<file path="src/plkm_pkg.sv">
// shared types, register indexes and constants for the layer key and region mask block
`default_nettype none

package plkm_pkg;

  localparam int COORD_BITS_DEF = 12;
  localparam int FIELD_BITS     = 12;
  localparam int REG_BITS       = 24;
  localparam int CFG_IDX_BITS   = 3;

  localparam logic [7:0] ALPHA_FULL = 8'd255;
  localparam logic [7:0] ALPHA_NONE = 8'd0;

  localparam logic [1:0] MODE_FULL    = 2'd0;
  localparam logic [1:0] MODE_REGION  = 2'd1;
  localparam logic [1:0] MODE_KEY     = 2'd2;
  localparam logic [1:0] MODE_KEY_INV = 2'd3;

  localparam logic [CFG_IDX_BITS-1:0] REG_MODE        = 3'd0;
  localparam logic [CFG_IDX_BITS-1:0] REG_TOLERANCE   = 3'd1;
  localparam logic [CFG_IDX_BITS-1:0] REG_KEY_COLOR   = 3'd2;
  localparam logic [CFG_IDX_BITS-1:0] REG_RECT_ORIGIN = 3'd3;
  localparam logic [CFG_IDX_BITS-1:0] REG_RECT_SIZE   = 3'd4;
  localparam logic [CFG_IDX_BITS-1:0] REG_FRAME_SIZE  = 3'd5;

  localparam logic [REG_BITS-1:0] FRAME_SIZE_RST = 24'd1966720;

  typedef struct packed {
    logic [7:0] blue;
    logic [7:0] green;
    logic [7:0] red;
    logic       frame_start;
  } pix_in_t;

  typedef struct packed {
    logic [7:0] blue;
    logic [7:0] green;
    logic [7:0] red;
    logic [7:0] alpha;
    logic       frame_end;
  } pix_out_t;

  typedef struct packed {
    logic [1:0]          mode;
    logic [7:0]          tolerance;
    logic [REG_BITS-1:0] key_color;
    logic [REG_BITS-1:0] rect_origin;
    logic [REG_BITS-1:0] rect_size;
    logic [REG_BITS-1:0] frame_size;
  } cfg_t;

  typedef struct packed {
    logic last_col;
    logic last_row;
  } pos_flags_t;

endpackage

`default_nettype wire

</file>
<file path="src/plkm_pixel.sv">
// per-pixel datapath: region test, colour key test and end-of-line flags
`default_nettype none

module plkm_pixel
  import plkm_pkg::*;
#(
  parameter int COORD_BITS = COORD_BITS_DEF
) (
  input  pix_in_t                 pix,
  input  logic [COORD_BITS-1:0]   x,
  input  logic [COORD_BITS-1:0]   y,
  input  cfg_t                    cfg,
  output pix_out_t                result,
  output pos_flags_t              flags
);

  localparam int FB = (COORD_BITS < FIELD_BITS) ? COORD_BITS : FIELD_BITS;

  logic [COORD_BITS-1:0] fw_raw, fh_raw, fw, fh;
  logic [COORD_BITS-1:0] org_x, org_y, size_x, size_y;
  logic                  in_rect;
  logic                  match;
  logic                  keep;

  function automatic logic in_span(input logic [COORD_BITS-1:0] pos,
                                   input logic [COORD_BITS-1:0] o,
                                   input logic [COORD_BITS-1:0] s,
                                   input logic [COORD_BITS-1:0] dim);
    logic [COORD_BITS-1:0] start;
    logic [COORD_BITS-1:0] room;
    logic [COORD_BITS-1:0] len;
    logic [COORD_BITS:0]   stop;
    start = (o < dim) ? o : dim;
    room  = dim - start;
    len   = (s < room) ? s : room;
    stop  = {1'b0, start} + {1'b0, len};
    return (pos >= start) && ({1'b0, pos} < stop);
  endfunction

  function automatic logic near(input logic [7:0] a, input logic [7:0] b,
                                input logic [7:0] tol);
    logic [7:0] d;
    d = (a >= b) ? (a - b) : (b - a);
    return d <= tol;
  endfunction

  assign fw_raw = COORD_BITS'(cfg.frame_size[FB-1:0]);
  assign fh_raw = COORD_BITS'(cfg.frame_size[FIELD_BITS +: FB]);
  assign fw     = (fw_raw == '0) ? COORD_BITS'(1) : fw_raw;
  assign fh     = (fh_raw == '0) ? COORD_BITS'(1) : fh_raw;
  assign org_x  = COORD_BITS'(cfg.rect_origin[FB-1:0]);
  assign org_y  = COORD_BITS'(cfg.rect_origin[FIELD_BITS +: FB]);
  assign size_x = COORD_BITS'(cfg.rect_size[FB-1:0]);
  assign size_y = COORD_BITS'(cfg.rect_size[FIELD_BITS +: FB]);

  assign in_rect = in_span(x, org_x, size_x, fw) && in_span(y, org_y, size_y, fh);
  assign match  = near(pix.red,   cfg.key_color[23:16], cfg.tolerance) &&
                  near(pix.green, cfg.key_color[15:8],  cfg.tolerance) &&
                  near(pix.blue,  cfg.key_color[7:0],   cfg.tolerance);

  assign flags.last_col = x >= (fw - COORD_BITS'(1));
  assign flags.last_row = y >= (fh - COORD_BITS'(1));

  always_comb begin
    keep = 1'b1;
    result.blue      = pix.blue;
    result.green     = pix.green;
    result.red       = pix.red;
    result.alpha     = ALPHA_FULL;
    result.frame_end = flags.last_col && flags.last_row;
    unique case (cfg.mode)
      MODE_FULL: begin
        keep = 1'b1;
      end
      MODE_REGION: begin
        keep = in_rect;
        if (!in_rect) begin
          result.blue  = 8'd0;
          result.green = 8'd0;
          result.red   = 8'd0;
        end
      end
      MODE_KEY: begin
        keep = !match;
      end
      MODE_KEY_INV: begin
        keep = match;
      end
      default: begin
        keep = 1'b1;
      end
    endcase
    result.alpha = keep ? ALPHA_FULL : ALPHA_NONE;
  end

endmodule

`default_nettype wire

</file>
<file path="config.mk">
export PLATFORM = sky130hd
export DESIGN_NAME = plkm_pixel
export DESIGN_NICKNAME = d
export VERILOG_FILES = /design/src/plkm_pkg.sv /design/src/plkm_pixel.sv
export SDC_FILE = /design/constraint.sdc
export NUM_CORES = 1
export LEC_CHECK = 0
export ABC_CLOCK_PERIOD_IN_PS = 15350
export CAP_MARGIN = 0
export CORE_MARGIN = 2
export CORE_UTILIZATION = 42
export DETAILED_ROUTE_END_ITERATION = 8
export DONT_BUFFER_PORTS = 1
export PLACE_DENSITY_LB_ADDON = 0.05
export SYNTH_ARGS = -nofsm -noshare
export SYNTH_HDL_FRONTEND = slang
export SYNTH_SLANG_ARGS = --single-unit
</file>
<file path="constraint.sdc">
create_clock -name vclk -period 15.35
set_input_delay 3.07 -clock vclk [all_inputs]
set_output_delay 3.07 -clock vclk [all_outputs]
set_load 0.005 [all_outputs]
</file>
==> results.py <==
metrics = {
    "clocking": {
        "ctsHoldBuffers": 0,
        "postCtsSetupBuffers": 0,
    },
    "sta": {
        "tightestPinTransition_ns": 0.989,
        "hold_viol": 0,
        "setup_tns_ns": 0,
        "fmax_ghz": 0.0690,
        "slew_violations": 0,
        "fin_crit_sh": 0.944,
        "period_minus_slack_ns": 14.49,
        "slew_headroom": 0.332,
        "fin_hold_ws_ns": 6.25,
        "rsz0062_at_grt": "no",
        "final-setup-viol-count": 0,
    },
    "yosys": {
        "synth_top_family_by_area": "adder cells",
        "synthTopCellsByArea": "ha_1, inv_1, xnor2_1, a21oi_1, mux2i_1",
        "synth_compound_area_frac": 0.239,
        "synth_common_cells": "ha_1, inv_1, a21oi_1",
        "syn_nets": 1474,
        "synthMuxAreaShare": 0.0747,
        "synth_top_area_frac": 0.351,
        "yosysMostFrequentCell": "ha_1",
        "seq_area_frac_synth": 0,
        "syn_avg_cell_area_um2": 7.63,
        "synth_xor_area_frac": 0.0777,
        "ys_types": 75,
        "synth_area_leader_cell": "ha_1",
        "ys_warn_count": 0,
        "syn_inst": 1078,
        "synthSimpleGateAreaFrac": 0.139,
        "syn_area_um2": 8220,
        "synthAdderAreaFrac": 0.376,
    },
    "routing": {
        "drtAntennaViolNets": 0,
        "routed_wl_mm": 21.6,
        "vias": 7104,
        "vias_per_cell": 5.41,
        "dr.pass1.iters": 4,
        "wire_per_inst_um": 16.5,
        "drtIter0Drc": 253,
        "route.detailed.drc": 0,
    },
    "power": {
        "p_per_area_nw_per_um2": 80.3,
        "leakagePower_nw": 4.34,
        "vdd_drop_max_mv": 0.0528,
    },
    "setup_path": {
        "worst-path-max-fanout": 24,
        "slowest_delay_ns": 0.56,
        "path_class": "in2out",
        "crit_required_ns": 12.28,
        "endpoint_kind": "output pin",
        "critPathLaunchType": "primary input",
        "worstPathArrival_ns": 11.42,
        "slowest_stage": "or4_4",
        "critPathMostFrequentCell": "ha_1",
    },
    "floorplanning": {
        "die-height_um": 144,
        "die-width_um": 144,
        "start_util": 0.425,
        "rows": 51,
        "design.die.area_um2": 20700,
        "core_um2": 19300,
        "ioPinCount": 190,
    },
    "global_route": {
        "grt_pass1_vias": 6931,
        "grt_pass1_wl_mm": 33.9,
        "grt_overflow_total": 0,
        "antenna_found_initial": 0,
        "grt_max_degree": 25,
        "track_usage": 0.201,
    },
    "hold_path": {
        "hold_end": "result[28]",
        "min_path_cells": 2,
        "hold_start": "pix[20]",
        "hold_class": "in2out",
    },
    "status": {
        "run_status": "finished clean",
    },
    "final_layout": {
        "antenna-diode-count": 0,
        "seq_cell_count": 0,
        "fillers": 2070,
        "fin_cells": 1312,
        "area_growth_pct": 2.53,
        "seq_area_um2": 0,
        "nClkBuffers": 0,
        "layout-drive-gt1-share": 0.0439,
        "nets": 1445,
    },
    "placement": {
        "io_buffer_count": 0,
        "place_inst": 1312,
        "place.gp.congestion": 0.858,
        "dpl.hpwl_mm": 19.6,
    },
    "run": {
        "maxCapViolCount": 0,
    },
}
metrics by stage:
step / utilization / setup WS, ns / cell area (um2) / power, mW
4_1_cts: 0.435 / 0.466 / 8420 / 0.683
6_report: 0.436 / 0.856 / 8430 / 0.677
3_3_place_gp: 0.435 / 0.543 / 8420 / 0.676
3_5_place_dp: 0.435 / 0.478 / 8420 / 0.678
2_1_floorplan: - / 1.40 / 8220 / 0.550
5_1_grt: 0.436 / 0.122 / 8430 / 0.779
layout by cell type (no fill, tap or decap), types with 9 or more instances in the layout:
cell type	n
a211oi_1	16
a21o_1	31
a21oi_1	73
fa_1	10
ha_1	231
inv_1	155
mux2_2	17
mux2i_1	31
nand2_1	35
nand2b_1	22
nand4_1	10
nor2_1	64
nor2b_1	17
nor3_1	24
o211ai_1	9
o21a_1	21
o21ai_0	55
o21bai_1	14
or3_1	10
xnor2_1	45
xor2_1	28
power by group:
part           switching [mW]  internal [mW]  total (mW)
Sequential                  0              0           0
Combinational           0.362          0.315       0.677
Clock                       0              0           0
cell families (layout without fill, tap and decap cells):
family	after synthesis	in the layout
multiplexers	56	56
XOR/XNOR	73	73
AND/OR/NAND/NOR	221	221
buffers and inverters	194	163
AO/OA/AOI/OAI	293	293
adder cells (fa/ha/maj)	241	241
timing repair:
action                                  4_1_cts  5_1_grt
resized for setup                             0        2
endpoints found under the setup margin        0       32
endpoints found under the hold margin         0        0
worst max path at each step:
stage,start,endpoint,slack [ns],cells past startpoint
finish,cfg[4],result[24],0.86,37
global placement,cfg[4],result[23],0.54,38
global route,cfg[4],result[23],0.12,37
detailed placement,cfg[4],result[23],0.48,38
floorplan,cfg[4],result[1],1.40,38
CTS,cfg[4],result[23],0.47,38
layout make-up:
| cell class | count | area (um2) | area share |
|---|---|---|---|
| inverter | 155 | 582 | 0.0690 |
| timing repair buffer | 8 | 60.1 | 0.00712 |
| multi-input combinational | 884 | 7460 | 0.885 |
| tap | 265 | 332 | 0.0393 |
critical path, delay by kind of cell:
| kind | cells | cell delay, ns |
|---|---|---|
| AO/OA/AOI/OAI | 19 | 3.78 |
| XOR/XNOR | 2 | 0.36 |
| adder cells (fa/ha/maj) | 4 | 1.01 |
| buffers and inverters | 2 | 0.40 |
| multiplexers | 2 | 0.74 |
| AND/OR/NAND/NOR | 8 | 2.04 |
per-layer routing:
layer | vias to the layer above | part of all wire | track usage
li1 | 3782 | - | -
met1 | 3185 | 0.48 | 0.279
met2 | 125 | 0.45 | 0.345
met3 | 12 | 0.053 | 0.0277
met4 | 0 | 0.011 | 0.0150
met5 | - | 0 | 0
(Power assumes the default switching activity.)
